<file path="src/design/jrb_pkg.sv">
// Package with types, constants and codes of the jitter reorder buffer.
package jrb_pkg;

    localparam int DEPTH       = 32;
    localparam int CW          = $clog2(DEPTH + 1);
    localparam int MAX_RESULTS = 32;
    localparam int NW          = $clog2(MAX_RESULTS);

    // Function codes of an input item.
    localparam logic [2:0] FN_INSERT = 3'd0;
    localparam logic [2:0] FN_DEQ    = 3'd1;
    localparam logic [2:0] FN_QUERY  = 3'd2;
    localparam logic [2:0] FN_FLUSH  = 3'd3;
    localparam logic [2:0] FN_PEEK   = 3'd4;

    // Status codes of a result.
    localparam logic [2:0] ST_OK      = 3'd0;
    localparam logic [2:0] ST_DTMF    = 3'd1;
    localparam logic [2:0] ST_EMPTY   = 3'd2;
    localparam logic [2:0] ST_DUP     = 3'd3;
    localparam logic [2:0] ST_SEQERR  = 3'd4;
    localparam logic [2:0] ST_MISSING = 3'd5;
    localparam logic [2:0] ST_FULL    = 3'd6;
    localparam logic [2:0] ST_DONE    = 3'd7;

    // Cell operations.
    localparam logic [1:0] OP_HOLD   = 2'd0;
    localparam logic [1:0] OP_INSERT = 2'd1;
    localparam logic [1:0] OP_SHIFT  = 2'd2;
    localparam logic [1:0] OP_ROTATE = 2'd3;

    typedef struct packed {
        logic [15:0] seq;
        logic [10:0] len;
        logic        mark;
        logic [7:0]  tag;
    } t_entry;

    typedef struct packed {
        logic [1:0] op;
        logic       occ;
        logic       at_tail;
        logic       is_last;
    } t_cell_ctl;

endpackage

</file>
<file path="src/design/jrb_cell.sv">
// One slot of the sorted descriptor chain.
module jrb_cell
    import jrb_pkg::*;
(
    input  logic      i_clk,
    input  t_cell_ctl i_ctl,
    input  t_entry    i_new,
    input  t_entry    i_left,
    input  logic      i_left_ge,
    input  t_entry    i_right,
    input  t_entry    i_head,
    output t_entry    o_entry,
    output logic      o_ge
);

    t_entry r_entry;
    t_entry n_entry;

    // The slot is occupied and its sequence is not below the new one.
    assign o_ge    = i_ctl.occ && !(r_entry.seq < i_new.seq);
    assign o_entry = r_entry;

    always_comb begin
        n_entry = r_entry;
        case (i_ctl.op)
            OP_INSERT: begin
                if (o_ge || i_ctl.at_tail) begin
                    n_entry = i_left_ge ? i_left : i_new;
                end
            end
            OP_SHIFT: begin
                n_entry = i_right;
            end
            OP_ROTATE: begin
                if (i_ctl.is_last) begin
                    n_entry = i_head;
                end else if (i_ctl.occ) begin
                    n_entry = i_right;
                end
            end
            default: begin
                n_entry = r_entry;
            end
        endcase
    end

    always_ff @(posedge i_clk) begin
        r_entry <= n_entry;
    end

endmodule

</file>
<file path="src/design/rtp_jitter_reorder_buffer.sv">
// Top level of the RTP jitter reorder buffer: control, result register and cell chain.
//
//  channel | direction | handshake                 | payload
//  in      | input     | i_in_valid / o_in_stall   | func, seq_number, packet_length, marker,
//          |           |                           | is_dtmf, buffer_tag, payload_offset,
//          |           |                           | stop_at_marker
//  out     | output    | o_out_valid / i_out_stall | status, tag_out, seq_out, frame_bytes,
//          |           |                           | found, tag_valid, last
//  cfg     | input     | APB psel/penable/pwrite   | header_bytes, late_window
//
// An item is captured in the idle state and executed in the execute state, where insert,
// dequeue and peek finish; a flush removes its entries one by one, and a frame query
// goes on to the scan state, where the whole chain rotates once past its head cell.
// Reset clears the entry count, the state and the result valid flag; no clearing pass.
// A stalled result holds the block in place; the next item is still taken while a
// result waits.
module rtp_jitter_reorder_buffer
    import jrb_pkg::*;
(
    input  logic               i_clk,
    input  logic               i_rst_n,
    input  logic               i_in_valid,
    output logic               o_in_stall,
    input  logic [2:0]         i_func,
    input  logic [15:0]        i_seq_number,
    input  logic [10:0]        i_packet_length,
    input  logic               i_marker,
    input  logic               i_is_dtmf,
    input  logic [7:0]         i_buffer_tag,
    input  logic [7:0]         i_payload_offset,
    input  logic               i_stop_at_marker,
    output logic               o_out_valid,
    input  logic               i_out_stall,
    output logic [2:0]         o_status,
    output logic [7:0]         o_tag_out,
    output logic [15:0]        o_seq_out,
    output logic signed [16:0] o_frame_bytes,
    output logic               o_found,
    output logic               o_tag_valid,
    output logic               o_last,
    input  logic               psel,
    input  logic               penable,
    input  logic               pwrite,
    input  logic [2:0]         paddr,
    input  logic [31:0]        pwdata,
    output logic [31:0]        prdata,
    output logic               pready
);

    localparam logic [1:0] S_IDLE = 2'd0;
    localparam logic [1:0] S_EXEC = 2'd1;
    localparam logic [1:0] S_SCAN = 2'd2;

    // Configuration registers.
    logic [7:0]  r_header_bytes;
    logic [15:0] r_late_window;

    // Control state.
    logic [1:0]    r_state, n_state;
    logic [CW-1:0] r_count, n_count;
    logic [NW-1:0] r_n, n_n;

    // Captured input item.
    logic [2:0]  r_func;
    logic [15:0] r_seq;
    logic [10:0] r_len;
    logic        r_mark;
    logic        r_dtmf;
    logic [7:0]  r_tag;
    logic [7:0]  r_poff;
    logic        r_stop;

    // Frame query walk.
    logic [CW-1:0]      r_idx, n_idx;
    logic [16:0]        r_want, n_want;
    logic signed [17:0] r_sum, n_sum;
    logic               r_done, n_done;
    logic               r_broke, n_broke;

    // Result register.
    logic               r_out_valid;
    logic [2:0]         r_status, n_status;
    logic [7:0]         r_tag_out, n_tag_out;
    logic [15:0]        r_seq_out, n_seq_out;
    logic signed [16:0] r_fb, n_fb;
    logic               r_found, n_found;
    logic               r_tv, n_tv;
    logic               r_last, n_last;
    logic               load;

    logic       in_xfer;
    logic       out_free;
    logic       cfg_wr;
    logic [1:0] op;

    t_entry new_entry;
    t_entry head;
    t_entry cell_q [DEPTH];
    logic   cell_ge [DEPTH];

    logic [16:0]        seq_ext;
    logic [16:0]        head_ext;
    logic signed [17:0] term;

    assign in_xfer  = i_in_valid && !o_in_stall;
    assign out_free = !r_out_valid || !i_out_stall;
    assign o_in_stall = (r_state != S_IDLE);

    assign new_entry.seq  = r_seq;
    assign new_entry.len  = r_dtmf ? 11'd0 : r_len;
    assign new_entry.mark = r_mark;
    assign new_entry.tag  = r_tag;

    assign head     = cell_q[0];
    assign seq_ext  = {1'b0, r_seq};
    assign head_ext = {1'b0, head.seq};

    // Payload bytes of the head entry in a frame query; may be negative.
    assign term = $signed({7'd0, head.len}) - $signed({10'd0, r_header_bytes})
                - $signed({10'd0, r_poff});

    // The chain of cells: each slot takes from its left neighbor on insert and from
    // its right neighbor on removal; the last occupied slot takes the head on rotate.
    for (genvar gi = 0; gi < DEPTH; gi++) begin : g_cell
        t_cell_ctl ctl;
        t_entry    left_e;
        t_entry    right_e;
        logic      left_ge;

        assign ctl.op      = op;
        assign ctl.occ     = (CW'(gi) < r_count);
        assign ctl.at_tail = (CW'(gi) == r_count);
        assign ctl.is_last = ((CW + 1)'(gi + 1) == {1'b0, r_count});

        if (gi == 0) begin : g_first
            assign left_e  = '0;
            assign left_ge = 1'b0;
        end else begin : g_inner
            assign left_e  = cell_q[gi-1];
            assign left_ge = cell_ge[gi-1];
        end

        if (gi == DEPTH - 1) begin : g_end
            assign right_e = '0;
        end else begin : g_mid
            assign right_e = cell_q[gi+1];
        end

        jrb_cell u_cell (
            .i_clk     (i_clk),
            .i_ctl     (ctl),
            .i_new     (new_entry),
            .i_left    (left_e),
            .i_left_ge (left_ge),
            .i_right   (right_e),
            .i_head    (head),
            .o_entry   (cell_q[gi]),
            .o_ge      (cell_ge[gi])
        );
    end

    // Sequencer: one step of the current item per cycle unless a stalled result holds it.
    always_comb begin
        n_state   = r_state;
        n_count   = r_count;
        n_n       = r_n;
        n_idx     = r_idx;
        n_want    = r_want;
        n_sum     = r_sum;
        n_done    = r_done;
        n_broke   = r_broke;
        op        = OP_HOLD;
        load      = 1'b0;
        n_status  = ST_OK;
        n_tag_out = '0;
        n_seq_out = '0;
        n_fb      = '0;
        n_found   = 1'b0;
        n_tv      = 1'b0;
        n_last    = 1'b1;

        case (r_state)
            S_IDLE: begin
                if (in_xfer) begin
                    n_state = S_EXEC;
                    n_n     = '0;
                end
            end
            S_EXEC: begin
                case (r_func)
                    FN_INSERT: begin
                        if (out_free) begin
                            load    = 1'b1;
                            n_state = S_IDLE;
                            if (r_count == CW'(DEPTH)) begin
                                n_status  = ST_FULL;
                                n_tag_out = r_tag;
                                n_seq_out = r_seq;
                                n_tv      = 1'b1;
                            end else begin
                                op      = OP_INSERT;
                                n_count = r_count + 1'b1;
                            end
                        end
                    end
                    FN_DEQ: begin
                        if (out_free) begin
                            load    = 1'b1;
                            n_state = S_IDLE;
                            if (r_count == '0) begin
                                n_status = ST_EMPTY;
                            end else if (head.seq == r_seq) begin
                                op        = OP_SHIFT;
                                n_count   = r_count - 1'b1;
                                n_status  = (head.len == '0) ? ST_DTMF : ST_OK;
                                n_tag_out = head.tag;
                                n_seq_out = head.seq;
                                n_tv      = 1'b1;
                            end else if (r_seq != '0 && head_ext == seq_ext - 17'd1) begin
                                op        = OP_SHIFT;
                                n_count   = r_count - 1'b1;
                                n_status  = ST_DUP;
                                n_tag_out = head.tag;
                                n_seq_out = head.seq;
                                n_tv      = 1'b1;
                            end else if (head.seq < r_seq ||
                                         head_ext > seq_ext + {1'b0, r_late_window}) begin
                                n_status = ST_SEQERR;
                            end else begin
                                n_status = ST_MISSING;
                            end
                        end
                    end
                    FN_QUERY: begin
                        n_state = S_SCAN;
                        n_idx   = '0;
                        n_want  = seq_ext;
                        n_sum   = '0;
                        n_done  = 1'b0;
                        n_broke = 1'b0;
                    end
                    FN_FLUSH: begin
                        if (out_free) begin
                            load = 1'b1;
                            if (r_count == '0) begin
                                n_status = ST_DONE;
                                n_state  = S_IDLE;
                            end else begin
                                op        = OP_SHIFT;
                                n_count   = r_count - 1'b1;
                                n_n       = r_n + 1'b1;
                                n_tag_out = head.tag;
                                n_seq_out = head.seq;
                                n_tv      = 1'b1;
                                n_last    = (r_stop && head.mark) || (r_count == CW'(1)) ||
                                            (r_n == NW'(MAX_RESULTS - 1));
                                n_status  = n_last ? ST_DONE : ST_OK;
                                if (n_last) begin
                                    n_state = S_IDLE;
                                end
                            end
                        end
                    end
                    FN_PEEK: begin
                        if (out_free) begin
                            load    = 1'b1;
                            n_state = S_IDLE;
                            n_found = (r_count != '0) && (head.seq == r_seq);
                        end
                    end
                    default: begin
                        n_state = S_IDLE;
                    end
                endcase
            end
            S_SCAN: begin
                if (r_idx != r_count) begin
                    // Rotate once per entry so the chain ends in its original order.
                    op    = OP_ROTATE;
                    n_idx = r_idx + 1'b1;
                    if (!r_done && !r_broke) begin
                        if (head_ext != r_want) begin
                            n_broke = 1'b1;
                        end else begin
                            n_want = r_want + 17'd1;
                            n_sum  = r_sum + term;
                            n_done = head.mark;
                        end
                    end
                end else if (out_free) begin
                    load    = 1'b1;
                    n_state = S_IDLE;
                    n_found = r_done;
                    if (!r_done) begin
                        n_fb = '0;
                    end else if (r_sum > 18'sd65535) begin
                        n_fb = 17'sd65535;
                    end else if (r_sum < -18'sd65536) begin
                        n_fb = -17'sd65536;
                    end else begin
                        n_fb = r_sum[16:0];
                    end
                end
            end
            default: begin
                n_state = S_IDLE;
            end
        endcase
    end

    always_ff @(posedge i_clk) begin
        if (!i_rst_n) begin
            r_state     <= S_IDLE;
            r_count     <= '0;
            r_n         <= '0;
            r_out_valid <= 1'b0;
        end else begin
            r_state <= n_state;
            r_count <= n_count;
            r_n     <= n_n;
            if (load) begin
                r_out_valid <= 1'b1;
            end else if (!i_out_stall) begin
                r_out_valid <= 1'b0;
            end
        end
    end

    always_ff @(posedge i_clk) begin
        r_idx   <= n_idx;
        r_want  <= n_want;
        r_sum   <= n_sum;
        r_done  <= n_done;
        r_broke <= n_broke;
        if (in_xfer) begin
            r_func <= i_func;
            r_seq  <= i_seq_number;
            r_len  <= i_packet_length;
            r_mark <= i_marker;
            r_dtmf <= i_is_dtmf;
            r_tag  <= i_buffer_tag;
            r_poff <= i_payload_offset;
            r_stop <= i_stop_at_marker;
        end
        if (load) begin
            r_status  <= n_status;
            r_tag_out <= n_tag_out;
            r_seq_out <= n_seq_out;
            r_fb      <= n_fb;
            r_found   <= n_found;
            r_tv      <= n_tv;
            r_last    <= n_last;
        end
    end

    // Configuration port: the register index is address bit 2.
    assign cfg_wr = psel && penable && pwrite && pready;
    assign pready = 1'b1;
    assign prdata = paddr[2] ? {16'd0, r_late_window} : {24'd0, r_header_bytes};

    always_ff @(posedge i_clk) begin
        if (!i_rst_n) begin
            r_header_bytes <= 8'd12;
            r_late_window  <= 16'd50;
        end else if (cfg_wr) begin
            if (paddr[2]) begin
                r_late_window <= pwdata[15:0];
            end else begin
                r_header_bytes <= pwdata[7:0];
            end
        end
    end

    assign o_out_valid   = r_out_valid;
    assign o_status      = r_status;
    assign o_tag_out     = r_tag_out;
    assign o_seq_out     = r_seq_out;
    assign o_frame_bytes = r_fb;
    assign o_found       = r_found;
    assign o_tag_valid   = r_tv;
    assign o_last        = r_last;

endmodule

</file>
<file path="config.mk">
export PLATFORM = sky130hd
export DESIGN_NAME = rtp_jitter_reorder_buffer
export DESIGN_NICKNAME = d
export VERILOG_FILES = /design/src/design/jrb_pkg.sv /design/src/design/jrb_cell.sv /design/src/design/rtp_jitter_reorder_buffer.sv
export SDC_FILE = /design/constraint.sdc
export NUM_CORES = 2
export LEC_CHECK = 0
export BUFFER_PORTS_ARGS = -buffer_cell sky130_fd_sc_hd__buf_4
export CAP_MARGIN = 20
export CORE_ASPECT_RATIO = 0.9
export CORE_MARGIN = 3
export CORE_UTILIZATION = 60
export DETAILED_ROUTE_END_ITERATION = 7
export GPL_ROUTABILITY_DRIVEN = 0
export PLACE_DENSITY = 0.77
export SYNTH_ARGS = -nofsm -noshare
export SYNTH_HDL_FRONTEND = slang
export SYNTH_SLANG_ARGS = --single-unit
</file>
<file path="constraint.sdc">
create_clock -name i_clk -period 15.35 [get_ports i_clk]
set_clock_uncertainty 0.1 [all_clocks]
set_input_delay 1.535 -clock i_clk [delete_from_list [all_inputs] [get_ports i_clk]]
set_output_delay 1.535 -clock i_clk [all_outputs]
set_load 0.02 [all_outputs]
</file>
Word level (Yosys, flattened, before mapping)
Cells that the tools add are included.
W data, S select, Z words.
{ "totals": {"out_inout_bits": 82, "latchBits": 0, "rom_bits": 0, "elab_cells": 807, "inputBits": 91, "reg_bits": 1329, "mem_count": 0, "ram_bits": 0} }
{ "classes": {"div_mod_pow": 0, "shift": 0, "reduce_logical": 168, "add_sub_neg": 10, "order_cmp": 67, "n_bitwise": 6, "mux": 268, "eq_ne": 133, "n_mul": 0} }
{ "op_table": {"columns": ["cell", "n"], "rows": [
  ["$mux W36", 127],
  ["$pmux W36 S3", 32],
  ["$lt A16 B16 Y1", 32],
  ["$mux W16", 10],
  ["$eq A5 B6 Y1 const A", 16],
  ["$lt A5 B6 Y1 const A", 16],
  ["$reduce_and A3 Y1", 32],
  ["$ne A3 B1 Y1 const B", 30],
  ["$mux W17", 5],
  ["$mux W18", 4],
  ["$ne A2 B1 Y1 const B", 36],
  ["$mux W8", 8],
  ["$mux W6", 10],
  ["$eq A4 B6 Y1 const A", 8],
  ["$lt A4 B6 Y1 const A", 8],
  ["$pmux W16 S3", 1],
  ["$logic_and A1 B1 Y1", 39],
  ["$logic_not A1 Y1", 37],
  ["$logic_or A1 B1 Y1", 36],
  ["$pmux W18 S2", 1],
  ["$pmux W17 S2", 1],
  ["$ne A2 B2 Y1 const B", 15],
  ["$mux W1", 28],
  ["$mux W3", 9],
  ["62 further kinds", 111]
]} }

Depth between registers and ports, before layout
{ "depth": {"ltp_word": 12, "ltp_mapped": 25, "mapped_depth_nobuf": 23} }

By module
From an unflattened synthesis, not the netlist that was laid out.
{ "unflattened": {"hier_cells": 9599, "area_unflattened_um2": 95984.6} }
{ "modules_own_cells": {"columns": ["mod", "seq_area_each_um2", "area_per_inst_um2", "cells_per_inst", "n_inst"], "rows": [
  ["jrb_cell at g_cell[0].u_cell ...", 1081.0, 2631.3, 260, 26],
  ["jrb_cell at g_cell[4].u_cell ...", 1081.0, 2603.7, 260, 6],
  ["rtp_jitter_reorder_buffer", 4934.7, 11949.0, 1279, 1]
]} }

Worst setup path before layout
No wires, ideal clock.
{ "synth_path": {"kind": "reg2reg", "from": "reg r_seq[12]", "to": "reg g_cell[6].u_cell.r_entry (netlist bit g_cell[6].u_cell.o_entry[0]), enable pin", "path_buffers": 2, "path_stages_with_launch": 13, "arrival_ns": 6.162, "required_ns": 14.766, "setup_slack_ns": 8.604, "path_cell_list": "edfxtp_1 > clkbuf_1 > inv_1 > ha_1 > and4_1 > and4_1 > nand4_1 > nor4_1 > nor2_1 > a31oi_1 > clkbuf_1 > nor3_1 > o31ai_1"} }
{ "synth_via": {"elab_chain_cells": 12} }
{ "synth_rtl": {"columns": ["element", "line_no", "text"], "rows": [
  ["start: declaration", "rtp_jitter_reorder_buffer.sv:65", "logic [15:0] r_seq;"],
  ["start signal: assignment", "rtp_jitter_reorder_buffer.sv:337", "r_seq <= i_seq_number;"],
  ["$sub A16 B1 Y17", "rtp_jitter_reorder_buffer.sv:219", "end else if (r_seq != '0 && head_ext == seq_ext - 17'd1) begin"],
  ["$eq A16 B17 Y1", "rtp_jitter_reorder_buffer.sv:219", null],
  ["$logic_and A1 B1 Y1", "rtp_jitter_reorder_buffer.sv:219", null],
  ["$mux W2", "rtp_jitter_reorder_buffer.sv:219", null],
  ["$mux W2", "rtp_jitter_reorder_buffer.sv:212", "end else if (head.seq == r_seq) begin"],
  ["$mux W2", "rtp_jitter_reorder_buffer.sv:210", "if (r_count == '0) begin"],
  ["$mux W2", "rtp_jitter_reorder_buffer.sv:207", "if (out_free) begin"],
  ["$pmux W2 S3", "rtp_jitter_reorder_buffer.sv:190", "case (r_func)"],
  ["$pmux W2 S2", "rtp_jitter_reorder_buffer.sv:182", "case (r_state)"],
  ["$eq A2 B2 Y1 / $eq A2 B1 Y1 (equally long branches)", "jrb_cell.sv:25", "case (i_ctl.op)"],
  ["$ne A3 B1 Y1 (no source line) (tied with other cells)", null, null],
  ["$reduce_and A3 Y1 (no source line) *", null, null],
  ["end signal: assignment", "jrb_cell.sv:48", "r_entry <= n_entry;"],
  ["end: declaration", "jrb_cell.sv:16", "t_entry r_entry;"]
]} }
Every way passes the cells marked *; elsewhere a longest branch is shown, timed or not.
A chain may end at the register's enable or synchronous reset.

==> flow_metrics.env <==
export IMPL_status="complete, but fails checks"
export IMPL_failed_checks="design-rule violations"
export IMPL_htree_levels=4
export IMPL_synth_edff_count=1291
export IMPL_synthFlopType="edfxtp_1"
export IMPL_period_needed_ns=7.839
export IMPL_finalSetupViolations=0
export IMPL_power_frac_clock_pct=40.8
export IMPL_die_area_um2=152800
export IMPL_arrival_ns=8.30
export IMPL_synth_seq_cells=1329
export IMPL_first_global_vias=72400
export IMPL_ys_types=93
export IMPL_die_h_um=371.1
export IMPL_slew_viol_final=0
export IMPL_slew_headroom_pct=17.51
export IMPL_vias_per_cell=7.549
export IMPL_drtIter0Drc=12200
export IMPL_overflow=0
export IMPL_drive_gt1_share_pct=9.335
export IMPL_io_pins=173
export IMPL_p_switching_mw=2.256
export IMPL_nets=8522
export IMPL_p_comb_share_pct=12.6
export IMPL_cts_made_buffers=148
export IMPL_ctsResizeCount=0
export IMPL_r2r_end="g_cell[11].u_cell.o_entry[7]"
export IMPL_holdPathEnd="r_header_bytes[7]"
export IMPL_drtPass1Iterations=8
export IMPL_start_util_pct=60.61
export IMPL_r2r_start="r_seq[15]"
export IMPL_worstSetupPathType="reg -> reg"
export IMPL_swShare_pct=26.00
export IMPL_place_area_um2=91100
export IMPL_rrSetupSlack_ns=7.51
export IMPL_postCtsSetupBuffers=0
export IMPL_clock_sinks=1329
export IMPL_numPortBuffers=137
export IMPL_rows=133
export IMPL_wirelength_um=309200
export IMPL_finalCritPeriodShare_pct=51.07
export IMPL_crit_required_ns=15.81
export IMPL_fill_cells=11000
export IMPL_die_w_um=411.7
export IMPL_clk_pin_slew_worst_paths_ns=0.06
export IMPL_async_reset_ff_share_pct=0
export IMPL_synth_cells=8174
export IMPL_cts_root_buf="clkbuf_16"
export IMPL_end_kind="register"
export IMPL_whs_path_depth=2
export IMPL_worstMarginPinSlew_ns=1.237
export IMPL_core_um2=146600
export IMPL_drc_errors=2
export IMPL_antenna_found_initial=5
export IMPL_synth_area_per_cell_um2=10.87
export IMPL_final_common_cell="edfxtp_1"
export IMPL_tns_ns=0
export IMPL_max_freq_mhz=127.6
export IMPL_yosys_warnings=0
export IMPL_antenna_left=0
export IMPL_vias=75030
export IMPL_hold_class="reg -> reg"
export IMPL_cts_tree="yes"
export IMPL_rsz0062_at_grt="no"
export IMPL_ys_seq_area_share_pct=44.48
export IMPL_cp_max_fo=236
export IMPL_hpwl_um=184200
export IMPL_internal_power_mw=6.423
export IMPL_reg2regPathDepth=13
export IMPL_power_density_nw_per_um2=90.47
export IMPL_grt_pass1_wl_um=459800
export IMPL_wl_per_cell_um=31.11
export IMPL_clock_latency_ns=0.81
export IMPL_clock_path_buffers=3
export IMPL_stdcell_area_um2=95930
export IMPL_ir_drop_v=0.0001274
export IMPL_p_seq_share_pct=46.6
export IMPL_start_kind="register"
export IMPL_leakagePower_nw=38.57
export IMPL_cap_violations=0
export IMPL_netlist_area_um2=88860
export IMPL_grt_usage_pct=39.25
export IMPL_syn2layout_area_growth_pct=7.954
export IMPL_hold_violations=0
export IMPL_cts_hold_fix_buffers=0
export IMPL_final_cell_mix="edfxtp_1 (1291), mux2i_1 (1083), nor2_1 (940)"
export IMPL_grt_max_degree=237
export IMPL_hp_start="r_header_bytes[7]"
==> synthesized netlist by cell type, drive strengths merged, types with 21 or more instances <==
cell type / number / share of area [%]
and3: 29 / 0.20
edfxtp: 1291 / 44
nor3b: 25 / 0.21
dfxtp: 38 / 0.86
mux2: 21 / 0.27
a21o: 128 / 1.1
nand3: 343 / 1.9
o21ai: 166 / 1.0
nand2b: 43 / 0.30
nor2b: 40 / 0.28
xor2: 46 / 0.45
a211oi: 37 / 0.32
buf: 352 / 2.2
ha: 561 / 7.9
a31oi: 24 / 0.19
o31ai: 22 / 0.21
nand4: 55 / 0.39
nor2: 958 / 4.1
nor3: 86 / 0.57
clkbuf: 491 / 2.1
o221ai: 289 / 2.8
a21oi: 214 / 1.2
a2111oi: 23 / 0.23
xnor2: 45 / 0.44
o21a: 48 / 0.41
nor4: 22 / 0.20
inv: 397 / 1.7
and2: 26 / 0.18
o211ai: 21 / 0.19
a22o: 42 / 0.41
nand2: 223 / 0.94
mux2i: 1085 / 12
a221o: 800 / 9.0
==> worst max-delay path, stage by stage (launching register included) <==
cell      delay (ns)
edfxtp_1        0.32
buf_4           0.44
clkinv_1        0.57
ha_1            0.49
and4_1          0.25
and4_1          0.21
nand4_1         0.24
nor4_1          0.83
nor2_1          0.38
a31oi_4         0.94
buf_4           0.95
buf_12          0.73
nor2_1          0.35
a221o_1         0.35
==> how the worst max path moves through the flow <==
stage,from,slack [ns],end,cells after the start
final,r_seq[15],7.51,g_cell[11].u_cell.o_entry[7],13
after global routing,r_seq[15],7.56,g_cell[11].u_cell.o_entry[7],13
after CTS,r_seq[15],8.06,g_cell[11].u_cell.o_entry[7],13
after detailed placement,r_seq[15],8.06,g_cell[11].u_cell.o_entry[7],13
after global placement,r_seq[15],8.05,g_cell[11].u_cell.o_entry[7],13
after floorplan,r_seq[12],8.60,g_cell[6].u_cell.o_entry[0],12
==> final cells by class <==
type / instances / area, um^2 / area share [%]
multi-input cells: 5619 / 44920 / 46.82
repair buffers: 364 / 2883 / 3.005
clock inverters: 84 / 669.4 / 0.6978
diodes: 1 / 2.502 / 0.002609
flip-flops and latches: 1329 / 39530 / 41.21
clock buffers: 187 / 3986 / 4.155
inverters: 398 / 1494 / 1.557
well taps: 1957 / 2449 / 2.552
==> per-stage QoR <==
step	cells	setup slack (ns)	hold WS (ns)	util [%]	total power, mW
finish	9939	7.511	0.3635	65.43	8.679
global route	9938	7.560	0.3785	65.43	8.907
CTS	9930	8.060	0.3602	65.31	8.635
detailed placement	9659	8.060	0.3491	62.14	5.165
global placement	9659	8.047	0.3420	62.14	5.113
floorplan	8189	8.604	0.3362	-	4.858
==> cells by family (layout without fill, tap and decap cells) <==
logic type | after synthesis | in the layout | synth area share [%]
buffers and inverters | 1241 | 1033 | 5.910
xor gates and xnor gates | 91 | 91 | 0.8969
other | 2 | 18 | 0.008451
AOI/OAI and AO/OA | 1943 | 1943 | 18.44
and+or+nand+nor | 1891 | 1891 | 9.648
DFF | 1329 | 1329 | 44.48
adders and majority gates | 571 | 571 | 8.124
muxes | 1106 | 1106 | 12.49
==> layer usage <==
| layer | part of all wire [%] | GRT usage [%] |
|---|---|---|
| met1 | 37 | 55.14 |
| met2 | 40 | 54.59 |
| met3 | 16 | 12.54 |
| met4 | 5.8 | 19.12 |
| met5 | 0.012 | 0 |
==> state kept, by name, indices dropped and copies added, names as in the netlist, 8 cells and up <==
register               flops
r_len                     11
r_seq                     16
o_seq_out                 16
o_tag_out                  8
o_frame_bytes             17
r_sum                     18
r_header_bytes             8
r_late_window             16
g_cell.u_cell.o_entry   1152
r_tag                      8
r_poff                     8
r_want                    17
==> power groups by stage <==
stage,registers [mW],clock network [mW],logic [mW]
floorplan,4.12,0,0.735
global placement,4.12,0,0.989
detailed placement,4.12,0,1.04
CTS,4.05,3.54,1.05
global route,4.05,3.68,1.17
finish,4.05,3.54,1.09
Power figures use the tool's default switching activity.
